$ cat src/rtl/ptpsrv_pkg.sv
// ----------------------------------------------------------------------------
// ptpsrv_pkg
// Shared widths, codes and types for the PTP delay/offset/rate servo.
// ----------------------------------------------------------------------------
package ptpsrv_pkg;

  // port widths fixed by the interface
  localparam int IO_STAMP_W = 64;
  localparam int CMD_W      = 2;
  localparam int RATIO_W    = 32;

  // internal timestamp width and ratio fraction bits
  localparam int STAMP_WIDTH     = 64;
  localparam int RATIO_FRAC_BITS = 28;

  // dividend: stamp difference followed by the fraction bits
  localparam int DIV_W = STAMP_WIDTH + RATIO_FRAC_BITS;
  localparam int CNT_W = $clog2(DIV_W + 1);

  // a quotient bit at or above this weight means q >= 16 or no fit in 32 bits
  localparam int SAT_BIT = (RATIO_FRAC_BITS + 4 < RATIO_W) ? RATIO_FRAC_BITS + 4 : RATIO_W;

  localparam logic [CNT_W-1:0] RATIO_STEPS = CNT_W'(DIV_W);

  typedef logic [STAMP_WIDTH-1:0] stamp_t;
  typedef logic [STAMP_WIDTH:0]   sum_t;
  typedef logic [RATIO_W-1:0]     ratio_t;

  localparam ratio_t RATIO_ONE =
    {{(RATIO_W-RATIO_FRAC_BITS-1){1'b0}}, 1'b1, {RATIO_FRAC_BITS{1'b0}}};
  localparam ratio_t RATIO_MAX = '1;

  // floor(x / 10) = (x * RECIP_TEN) >> RECIP_SHIFT for any 32-bit x
  localparam ratio_t RECIP_TEN   = 32'hCCCC_CCCD;
  localparam int     RECIP_SHIFT = 35;

  // commands
  localparam logic [CMD_W-1:0] CMD_RATE  = 2'd0;
  localparam logic [CMD_W-1:0] CMD_SYNC  = 2'd1;
  localparam logic [CMD_W-1:0] CMD_DELAY = 2'd2;

  typedef enum logic [1:0] {
    EV_FIRST  = 2'd0,
    EV_RATIO  = 2'd1,
    EV_ORIGIN = 2'd2,
    EV_DELAY  = 2'd3
  } event_kind_t;

  typedef enum logic [2:0] {
    ST_IDLE,
    ST_DECODE,
    ST_RATIO_DIV,
    ST_SMOOTH_PREP,
    ST_SMOOTH_DIV,
    ST_SUM,
    ST_DIFF,
    ST_DELIVER
  } state_t;

  typedef struct packed {
    logic             start;
    logic [CNT_W-1:0] steps;
  } div_ctl_t;

endpackage

$ cat src/rtl/ptpsrv_div.sv
// ----------------------------------------------------------------------------
// ptpsrv_div
// Restoring divider, one quotient bit per cycle. The dividend is taken
// left-aligned; 'steps' sets how many of its top bits are consumed.
// ----------------------------------------------------------------------------
module ptpsrv_div (
  input  logic                            clk,
  input  logic                            rst_n,
  input  ptpsrv_pkg::div_ctl_t            ctl,
  input  logic [ptpsrv_pkg::DIV_W-1:0]    num,
  input  ptpsrv_pkg::stamp_t              den,
  output logic                            done,
  output logic [ptpsrv_pkg::DIV_W-1:0]    quo
);

  logic                                busy_r, busy_nxt;
  logic                                done_r, done_nxt;
  logic [ptpsrv_pkg::CNT_W-1:0]        cnt_r, cnt_nxt;
  logic [ptpsrv_pkg::DIV_W-1:0]        num_r, num_nxt;
  logic [ptpsrv_pkg::DIV_W-1:0]        quo_r, quo_nxt;
  ptpsrv_pkg::stamp_t                  den_r, den_nxt;
  ptpsrv_pkg::stamp_t                  rem_r, rem_nxt;
  ptpsrv_pkg::sum_t                    trial;
  ptpsrv_pkg::sum_t                    trial_sub;
  logic                                ge;

  always_comb begin
    trial     = {rem_r, num_r[ptpsrv_pkg::DIV_W-1]};
    trial_sub = trial - {1'b0, den_r};
    ge        = (trial >= {1'b0, den_r});

    busy_nxt = busy_r;
    done_nxt = 1'b0;
    cnt_nxt  = cnt_r;
    num_nxt  = num_r;
    quo_nxt  = quo_r;
    den_nxt  = den_r;
    rem_nxt  = rem_r;

    if (ctl.start) begin
      busy_nxt = 1'b1;
      cnt_nxt  = ctl.steps;
      num_nxt  = num;
      den_nxt  = den;
      rem_nxt  = '0;
      quo_nxt  = '0;
    end else if (busy_r) begin
      rem_nxt = ge ? trial_sub[ptpsrv_pkg::STAMP_WIDTH-1:0]
                   : trial[ptpsrv_pkg::STAMP_WIDTH-1:0];
      num_nxt = {num_r[ptpsrv_pkg::DIV_W-2:0], 1'b0};
      quo_nxt = {quo_r[ptpsrv_pkg::DIV_W-2:0], ge};
      cnt_nxt = cnt_r - 1'b1;
      if (cnt_r == ptpsrv_pkg::CNT_W'(1)) begin
        busy_nxt = 1'b0;
        done_nxt = 1'b1;
      end
    end
  end

  always_ff @(posedge clk) begin
    if (!rst_n) begin
      busy_r <= 1'b0;
      done_r <= 1'b0;
      cnt_r  <= '0;
    end else begin
      busy_r <= busy_nxt;
      done_r <= done_nxt;
      cnt_r  <= cnt_nxt;
    end
    num_r <= num_nxt;
    quo_r <= quo_nxt;
    den_r <= den_nxt;
    rem_r <= rem_nxt;
  end

  assign done = done_r;
  assign quo  = quo_r;

endmodule

$ cat src/rtl/ptp_delay_offset_rate_servo.sv
// ----------------------------------------------------------------------------
// ptp_delay_offset_rate_servo
// PTP slave servo: smoothed rate ratio, line delay and clock offset.
// ----------------------------------------------------------------------------
// One word in, one word out (command 3 is swallowed with no result). Words
// are handled one at a time. A sync follow-up or the first rate sample of a
// pair goes from decode straight to delivery; a delay response passes
// through a sum and a difference state for the delay and again for the
// offset. The second rate sample of a pair waits on the restoring divider,
// which produces one quotient bit of the Q4.28 ratio a cycle; the tenth of
// the smoothing step comes from a reciprocal multiply. A finished result
// waits in the deliver state until the output register is free. A new word
// may be taken while the previous result still waits at the output.
module ptp_delay_offset_rate_servo (
  input  logic                                clk,
  input  logic                                rst_n,
  input  logic                                in_valid,
  output logic                                in_stall,
  input  logic [ptpsrv_pkg::CMD_W-1:0]        in_command,
  input  logic [ptpsrv_pkg::IO_STAMP_W-1:0]   in_master_stamp,
  input  logic [ptpsrv_pkg::IO_STAMP_W-1:0]   in_local_rx_stamp,
  input  logic [ptpsrv_pkg::IO_STAMP_W-1:0]   in_local_tx_stamp,
  output logic                                out_valid,
  input  logic                                out_stall,
  output logic [1:0]                          out_event_kind,
  output logic [ptpsrv_pkg::RATIO_W-1:0]      out_freq_ratio,
  output logic [ptpsrv_pkg::IO_STAMP_W-1:0]   out_delay_magnitude,
  output logic                                out_delay_negative,
  output logic [ptpsrv_pkg::IO_STAMP_W-1:0]   out_offset_magnitude,
  output logic                                out_offset_negative
);

  ptpsrv_pkg::state_t       state_r, state_nxt;
  logic [ptpsrv_pkg::CMD_W-1:0] cmd_r, cmd_nxt;
  ptpsrv_pkg::stamp_t       ms_r, ms_nxt;
  ptpsrv_pkg::stamp_t       rx_r, rx_nxt;
  ptpsrv_pkg::stamp_t       tx_r, tx_nxt;
  ptpsrv_pkg::stamp_t       first_ms_r, first_ms_nxt;
  ptpsrv_pkg::stamp_t       first_rx_r, first_rx_nxt;
  logic                     have_first_r, have_first_nxt;
  ptpsrv_pkg::stamp_t       origin_r, origin_nxt;
  ptpsrv_pkg::ratio_t       ratio_r, ratio_nxt;
  ptpsrv_pkg::stamp_t       dly_mag_r, dly_mag_nxt;
  logic                     dly_neg_r, dly_neg_nxt;
  ptpsrv_pkg::stamp_t       ofs_mag_r, ofs_mag_nxt;
  logic                     ofs_neg_r, ofs_neg_nxt;
  logic                     den_zero_r, den_zero_nxt;
  ptpsrv_pkg::ratio_t       meas_r, meas_nxt;
  logic                     sneg_r, sneg_nxt;
  logic                     phase_r, phase_nxt;
  ptpsrv_pkg::sum_t         sa_r, sa_nxt;
  ptpsrv_pkg::sum_t         sb_r, sb_nxt;
  ptpsrv_pkg::event_kind_t  kind_r, kind_nxt;

  logic                     out_valid_r, out_valid_nxt;
  ptpsrv_pkg::event_kind_t  out_kind_r, out_kind_nxt;
  ptpsrv_pkg::ratio_t       out_ratio_r, out_ratio_nxt;
  ptpsrv_pkg::stamp_t       out_dly_mag_r, out_dly_mag_nxt;
  logic                     out_dly_neg_r, out_dly_neg_nxt;
  ptpsrv_pkg::stamp_t       out_ofs_mag_r, out_ofs_mag_nxt;
  logic                     out_ofs_neg_r, out_ofs_neg_nxt;

  ptpsrv_pkg::div_ctl_t             div_ctl;
  logic [ptpsrv_pkg::DIV_W-1:0]     div_num;
  ptpsrv_pkg::stamp_t               div_den;
  logic                             div_done;
  logic [ptpsrv_pkg::DIV_W-1:0]     div_quo;

  ptpsrv_pkg::stamp_t       dm, dl;
  ptpsrv_pkg::stamp_t       op_a, op_b, op_c, op_d;
  ptpsrv_pkg::sum_t         diff_hi, diff_lo, diff;
  logic                     greater;
  logic                     ratio_sat;
  logic [2*ptpsrv_pkg::RATIO_W-1:0] recip_prod;
  ptpsrv_pkg::ratio_t       step;

  ptpsrv_div u_div (
    .clk   (clk),
    .rst_n (rst_n),
    .ctl   (div_ctl),
    .num   (div_num),
    .den   (div_den),
    .done  (div_done),
    .quo   (div_quo)
  );

  always_comb begin
    dm = ms_r - first_ms_r;
    dl = rx_r - first_rx_r;

    ratio_sat = den_zero_r | (|div_quo[ptpsrv_pkg::DIV_W-1:ptpsrv_pkg::SAT_BIT]);

    // meas_r holds |measured - ratio| once the smoothing step starts
    recip_prod = {{ptpsrv_pkg::RATIO_W{1'b0}}, meas_r} *
                 {{ptpsrv_pkg::RATIO_W{1'b0}}, ptpsrv_pkg::RECIP_TEN};
    step       = ptpsrv_pkg::ratio_t'(recip_prod >> ptpsrv_pkg::RECIP_SHIFT);

    // delay: (t4 + t2) - (t3 + t1); offset: (t2 + t3) - (t1 + t4)
    if (!phase_r) begin
      op_a = ms_r; op_b = rx_r; op_c = tx_r; op_d = origin_r;
    end else begin
      op_a = rx_r; op_b = tx_r; op_c = origin_r; op_d = ms_r;
    end

    greater = (sa_r > sb_r);
    diff_hi = greater ? sa_r : sb_r;
    diff_lo = greater ? sb_r : sa_r;
    diff    = diff_hi - diff_lo;

    state_nxt       = state_r;
    cmd_nxt         = cmd_r;
    ms_nxt          = ms_r;
    rx_nxt          = rx_r;
    tx_nxt          = tx_r;
    first_ms_nxt    = first_ms_r;
    first_rx_nxt    = first_rx_r;
    have_first_nxt  = have_first_r;
    origin_nxt      = origin_r;
    ratio_nxt       = ratio_r;
    dly_mag_nxt     = dly_mag_r;
    dly_neg_nxt     = dly_neg_r;
    ofs_mag_nxt     = ofs_mag_r;
    ofs_neg_nxt     = ofs_neg_r;
    den_zero_nxt    = den_zero_r;
    meas_nxt        = meas_r;
    sneg_nxt        = sneg_r;
    phase_nxt       = phase_r;
    sa_nxt          = sa_r;
    sb_nxt          = sb_r;
    kind_nxt        = kind_r;

    out_valid_nxt   = out_valid_r & out_stall;
    out_kind_nxt    = out_kind_r;
    out_ratio_nxt   = out_ratio_r;
    out_dly_mag_nxt = out_dly_mag_r;
    out_dly_neg_nxt = out_dly_neg_r;
    out_ofs_mag_nxt = out_ofs_mag_r;
    out_ofs_neg_nxt = out_ofs_neg_r;

    div_ctl.start = 1'b0;
    div_ctl.steps = ptpsrv_pkg::RATIO_STEPS;
    div_num       = {dl, {ptpsrv_pkg::RATIO_FRAC_BITS{1'b0}}};
    div_den       = dm;

    in_stall = (state_r != ptpsrv_pkg::ST_IDLE);

    unique case (state_r)
      ptpsrv_pkg::ST_IDLE: begin
        if (in_valid) begin
          cmd_nxt   = in_command;
          ms_nxt    = in_master_stamp[ptpsrv_pkg::STAMP_WIDTH-1:0];
          rx_nxt    = in_local_rx_stamp[ptpsrv_pkg::STAMP_WIDTH-1:0];
          tx_nxt    = in_local_tx_stamp[ptpsrv_pkg::STAMP_WIDTH-1:0];
          state_nxt = ptpsrv_pkg::ST_DECODE;
        end
      end

      ptpsrv_pkg::ST_DECODE: begin
        unique case (cmd_r)
          ptpsrv_pkg::CMD_RATE: begin
            if (!have_first_r) begin
              first_ms_nxt   = ms_r;
              first_rx_nxt   = rx_r;
              have_first_nxt = 1'b1;
              kind_nxt       = ptpsrv_pkg::EV_FIRST;
              state_nxt      = ptpsrv_pkg::ST_DELIVER;
            end else begin
              den_zero_nxt  = (dm == '0);
              div_ctl.start = 1'b1;
              state_nxt     = ptpsrv_pkg::ST_RATIO_DIV;
            end
          end
          ptpsrv_pkg::CMD_SYNC: begin
            origin_nxt = ms_r;
            kind_nxt   = ptpsrv_pkg::EV_ORIGIN;
            state_nxt  = ptpsrv_pkg::ST_DELIVER;
          end
          ptpsrv_pkg::CMD_DELAY: begin
            phase_nxt = 1'b0;
            state_nxt = ptpsrv_pkg::ST_SUM;
          end
          default: begin
            state_nxt = ptpsrv_pkg::ST_IDLE;
          end
        endcase
      end

      ptpsrv_pkg::ST_RATIO_DIV: begin
        if (div_done) begin
          meas_nxt  = ratio_sat ? ptpsrv_pkg::RATIO_MAX : div_quo[ptpsrv_pkg::RATIO_W-1:0];
          state_nxt = ptpsrv_pkg::ST_SMOOTH_PREP;
        end
      end

      ptpsrv_pkg::ST_SMOOTH_PREP: begin
        // |measured - ratio| / 10, sign kept aside: truncates toward zero
        sneg_nxt  = (meas_r < ratio_r);
        meas_nxt  = (meas_r < ratio_r) ? (ratio_r - meas_r) : (meas_r - ratio_r);
        state_nxt = ptpsrv_pkg::ST_SMOOTH_DIV;
      end

      ptpsrv_pkg::ST_SMOOTH_DIV: begin
        ratio_nxt      = sneg_r ? (ratio_r - step) : (ratio_r + step);
        have_first_nxt = 1'b0;
        kind_nxt       = ptpsrv_pkg::EV_RATIO;
        state_nxt      = ptpsrv_pkg::ST_DELIVER;
      end

      ptpsrv_pkg::ST_SUM: begin
        sa_nxt    = {1'b0, op_a} + {1'b0, op_b};
        sb_nxt    = {1'b0, op_c} + {1'b0, op_d};
        state_nxt = ptpsrv_pkg::ST_DIFF;
      end

      ptpsrv_pkg::ST_DIFF: begin
        if (!phase_r) begin
          dly_mag_nxt = diff[ptpsrv_pkg::STAMP_WIDTH:1];
          dly_neg_nxt = ~greater;
          phase_nxt   = 1'b1;
          state_nxt   = ptpsrv_pkg::ST_SUM;
        end else begin
          ofs_mag_nxt = diff[ptpsrv_pkg::STAMP_WIDTH:1];
          ofs_neg_nxt = ~greater;
          kind_nxt    = ptpsrv_pkg::EV_DELAY;
          state_nxt   = ptpsrv_pkg::ST_DELIVER;
        end
      end

      ptpsrv_pkg::ST_DELIVER: begin
        // wait for the output register to be free
        if (!out_valid_r || !out_stall) begin
          out_valid_nxt   = 1'b1;
          out_kind_nxt    = kind_r;
          out_ratio_nxt   = ratio_r;
          out_dly_mag_nxt = dly_mag_r;
          out_dly_neg_nxt = dly_neg_r;
          out_ofs_mag_nxt = ofs_mag_r;
          out_ofs_neg_nxt = ofs_neg_r;
          state_nxt       = ptpsrv_pkg::ST_IDLE;
        end
      end

      default: begin
        state_nxt = ptpsrv_pkg::ST_IDLE;
      end
    endcase
  end

  always_ff @(posedge clk) begin
    if (!rst_n) begin
      state_r      <= ptpsrv_pkg::ST_IDLE;
      first_ms_r   <= '0;
      first_rx_r   <= '0;
      have_first_r <= 1'b0;
      origin_r     <= '0;
      ratio_r      <= ptpsrv_pkg::RATIO_ONE;
      dly_mag_r    <= '0;
      dly_neg_r    <= 1'b0;
      ofs_mag_r    <= '0;
      ofs_neg_r    <= 1'b0;
      out_valid_r  <= 1'b0;
    end else begin
      state_r      <= state_nxt;
      first_ms_r   <= first_ms_nxt;
      first_rx_r   <= first_rx_nxt;
      have_first_r <= have_first_nxt;
      origin_r     <= origin_nxt;
      ratio_r      <= ratio_nxt;
      dly_mag_r    <= dly_mag_nxt;
      dly_neg_r    <= dly_neg_nxt;
      ofs_mag_r    <= ofs_mag_nxt;
      ofs_neg_r    <= ofs_neg_nxt;
      out_valid_r  <= out_valid_nxt;
    end
    cmd_r         <= cmd_nxt;
    ms_r          <= ms_nxt;
    rx_r          <= rx_nxt;
    tx_r          <= tx_nxt;
    den_zero_r    <= den_zero_nxt;
    meas_r        <= meas_nxt;
    sneg_r        <= sneg_nxt;
    phase_r       <= phase_nxt;
    sa_r          <= sa_nxt;
    sb_r          <= sb_nxt;
    kind_r        <= kind_nxt;
    out_kind_r    <= out_kind_nxt;
    out_ratio_r   <= out_ratio_nxt;
    out_dly_mag_r <= out_dly_mag_nxt;
    out_dly_neg_r <= out_dly_neg_nxt;
    out_ofs_mag_r <= out_ofs_mag_nxt;
    out_ofs_neg_r <= out_ofs_neg_nxt;
  end

  assign out_valid            = out_valid_r;
  assign out_event_kind       = out_kind_r;
  assign out_freq_ratio       = out_ratio_r;
  assign out_delay_magnitude  = ptpsrv_pkg::IO_STAMP_W'(out_dly_mag_r);
  assign out_delay_negative   = out_dly_neg_r;
  assign out_offset_magnitude = ptpsrv_pkg::IO_STAMP_W'(out_ofs_mag_r);
  assign out_offset_negative  = out_ofs_neg_r;

endmodule

$ cat config.mk
export PLATFORM = sky130hd
export DESIGN_NAME = ptp_delay_offset_rate_servo
export DESIGN_NICKNAME = d
export VERILOG_FILES = /design/src/rtl/ptpsrv_pkg.sv /design/src/rtl/ptpsrv_div.sv /design/src/rtl/ptp_delay_offset_rate_servo.sv
export SDC_FILE = /design/constraint.sdc
export NUM_CORES = 2
export LEC_CHECK = 0
export BUFFER_PORTS_ARGS = -buffer_cell sky130_fd_sc_hd__buf_2
export CAP_MARGIN = 20
export CORE_ASPECT_RATIO = 0.9
export CORE_MARGIN = 4
export CORE_UTILIZATION = 50
export CTS_CLUSTER_DIAMETER = 30
export CTS_CLUSTER_SIZE = 20
export DETAILED_ROUTE_END_ITERATION = 12
export HOLD_SLACK_MARGIN = 0.02
export PLACE_DENSITY = 0.67
export SYNTH_ARGS = -nofsm -noshare
export SYNTH_HDL_FRONTEND = slang
export SYNTH_SLANG_ARGS = --single-unit
$ cat constraint.sdc
create_clock -name clk -period 22 [get_ports clk]
set_clock_uncertainty 0.2 [all_clocks]
set_input_delay 2.2 -clock clk [delete_from_list [all_inputs] [get_ports clk]]
set_output_delay 2.2 -clock clk [all_outputs]
set_load 0.02 [all_outputs]
==> metrics.txt <==
via count normalized by instance count 5.85; count of hold buffers inserted by post-cts repair 0; Fin Setup TNS 0 ns; total of warnings raised by yosys 0; initial antenna violation count 5; Mapped Area 87800 µm²; IO Port Bufs 363; number of maximum-capacitance violations 0; clock root cell clkbuf_16; number of buffers created by CTS 279; number of enable flip-flop cells after synthesis 653; clock latency on the worst-skew pair 0.91 ns; fin nets 11200; required arrival time at the worst endpoint 22.50 ns; kind of start point of the critical path register; Final WS setup 9.88 ns; dpl ws 10.09 ns; Critical Path Source meas_r[7]; fraction of layout instances using a drive strength above 1 12.3%; mean routed wirelength per cell 23.6 µm; Longest Clk Path Bufs 4; Max Freq 82.5 MHz; Bufs and invs on worst path 4; average footprint of a synthesized cell 9.30 µm²; setup repair after global routing missed its margin no; count of instances resized after the clock tree is built 0; worst setup path category reg -> reg; outcome completed; dpl cell area 91600 µm²; Routability Congestion 0.994; number of violations reported at the end of detailed-routing iteration 0 6335; clock-pin slew of the registers on the worst-case setup and hold paths 0.05 ns; cell count after placement 11800; die outline height 406 µm; number of max-slew violations in the final report 0; family with the most delay on the worst path adder cells; endpoints failing hold 0; DIE WIDTH 450 µm; final clock period utilization by the worst path 55.1%; post-detail-place hpwl 228000 µm; number of nets with antenna violations after detailed routing 0; peak fanout along the critical path 8; part of the Yosys area used for sequential elements 34.3%; DRC errors left 0; number of global-route vias before repair 70200; most used cell along the critical path fa_1; worst-case headroom to the max-slew limit 22.1%; crit path capture type register; fill cell total of the finished layout 15000; CP max stage cell edfxtp_1; number of instances in the synthesized netlist 9449; via total after detailed routing 71700; final worst path period need 12.12 ns; area grow syn2layout 15.0%; synthesized flop and latch total 1177; setup-violating endpoint count in the final report 0; Distinct cells, synth 101; Synth Net Count 10900; area of the placeable core 174000 µm²; number of setup buffers added after CTS 0; TritonCTS Sinks 1177; final non-filler cell total 12300; CTS tree yes; worst r2r src meas_r[7]; FP Rows 145; Main synth FF type edfxtp_1; total non-filler cell area in the finished layout 101000 µm²; wire length of the first global-routing pass 433000 µm; Tightest Hold Check Type reg -> reg; drt total wl 289000 µm; IO Count 364; slew of the pin with the lowest slew margin 1.17 ns; arrival time reported for the critical path endpoint 12.62 ns; largest net degree at the start of global routing 180; All-Layer GR Usage 31.0%; GRT overflow 0; critical path's largest stage delay 0.62 ns; fraction of registers with async set/reset 0%; startpoint of the worst hold path dly_mag_r[26]; H-tree depth reported by CTS 5; starting utilization of the core area 50.4%; Total Die Area 182000 µm²; max FFs per register 92; drt first pass iters 6
stage by stage:
stage	hold WS [ns]	util, %
finish	0.207	58.0
floorplan	0.200	-
CTS	0.207	58.0
global placement	0.211	52.6
global route	0.217	58.0
detailed placement	0.212	52.6
metal layers:
layer	global-route usage (%)	share of wire, %
met2	50.8	46
met5	0	0.010
met4	15.3	5.5
met1	40.6	42
met3	4.25	5.8
worst paths after layout:
kind                                                 to  slack (ns)  cells past startpoint
worst max-delay path                        ratio_r[31]        9.88                     38
worst min-delay path            out_delay_magnitude[26]        0.21                      0
worst max register to register              ratio_r[31]        9.88                     38
worst min register to register  out_delay_magnitude[26]        0.21                      0
synthesized netlist by cell type (36+ instances only):
cell	number	area, µm²
o21a_1	70	526
nor3_1	77	385
a21oi_1	876	4380
a31oi_1	84	526
a21boi_0	37	278
xor2_1	192	1680
o21ai_0	409	2050
nor2_1	516	1940
or3_1	51	319
o211ai_1	71	533
and3_1	74	463
xnor2_1	283	2480
a211oi_1	58	435
nand2_1	1113	4180
ha_1	826	10300
a21o_1	334	2510
clkbuf_1	336	1260
mux2i_1	127	1270
o21bai_1	60	450
edfxtp_1	653	19600
nand4_1	113	707
and2_1	36	225
dfxtp_1	524	10500
nand3_1	160	801
nand2b_1	98	613
fa_1	401	8030
inv_1	1016	3810
mux2_2	261	2940
nor2b_1	82	513
worst register-to-register path, delay by kind of cell (launching register included):
kind	cells	cell delay (ns)
compound gates	12	3.50
xor+xnor	2	0.39
fa+ha+maj	10	4.62
buf+inv	4	0.32
flops	1	0.62
mux	1	0.15
simple gates	9	2.15
cell families after synthesis:
kind of cell    after synthesis  synth area share (%)
compound gates             2324                  16.5
buf+inv                    1400                  6.07
simple gates               2458                  12.7
fa+ha+maj                  1227                  20.9
mux                         388                  4.79
flops                      1177                  34.3
xor+xnor                    475                  4.74
cell type report:
type / instances / area, µm² / share of cell area [%]
multi-input combinational: 6872 / 52500 / 52.0
sequential: 1177 / 30100 / 29.8
clock buffer: 342 / 7650 / 7.57
inverter: 1016 / 3830 / 3.79
tap: 2278 / 2850 / 2.82
timing repair buffer: 429 / 2320 / 2.30
clock inverter: 146 / 1780 / 1.76
antenna: 4 / 10.0 / 0.00991
layout by cell type, fill, tap and decap left out, types with 261 or more instances in the layout:
cell / netlist / layout
nand2_1: 1113 / 1110
inv_1: 1016 / 1013
a21oi_1: 876 / 875
ha_1: 826 / 826
edfxtp_1: 653 / 653
dfxtp_1: 524 / 523
nor2_1: 516 / 514
o21ai_0: 409 / 408
fa_1: 401 / 401
buf_2: 13 / 363
a21o_1: 334 / 334
clkbuf_16: 0 / 293
xnor2_1: 283 / 283
mux2_2: 261 / 261
Power is left out: the tool's default activity adds up to more than one toggle a clock period on the data nets, which glitch-free logic cannot reach.
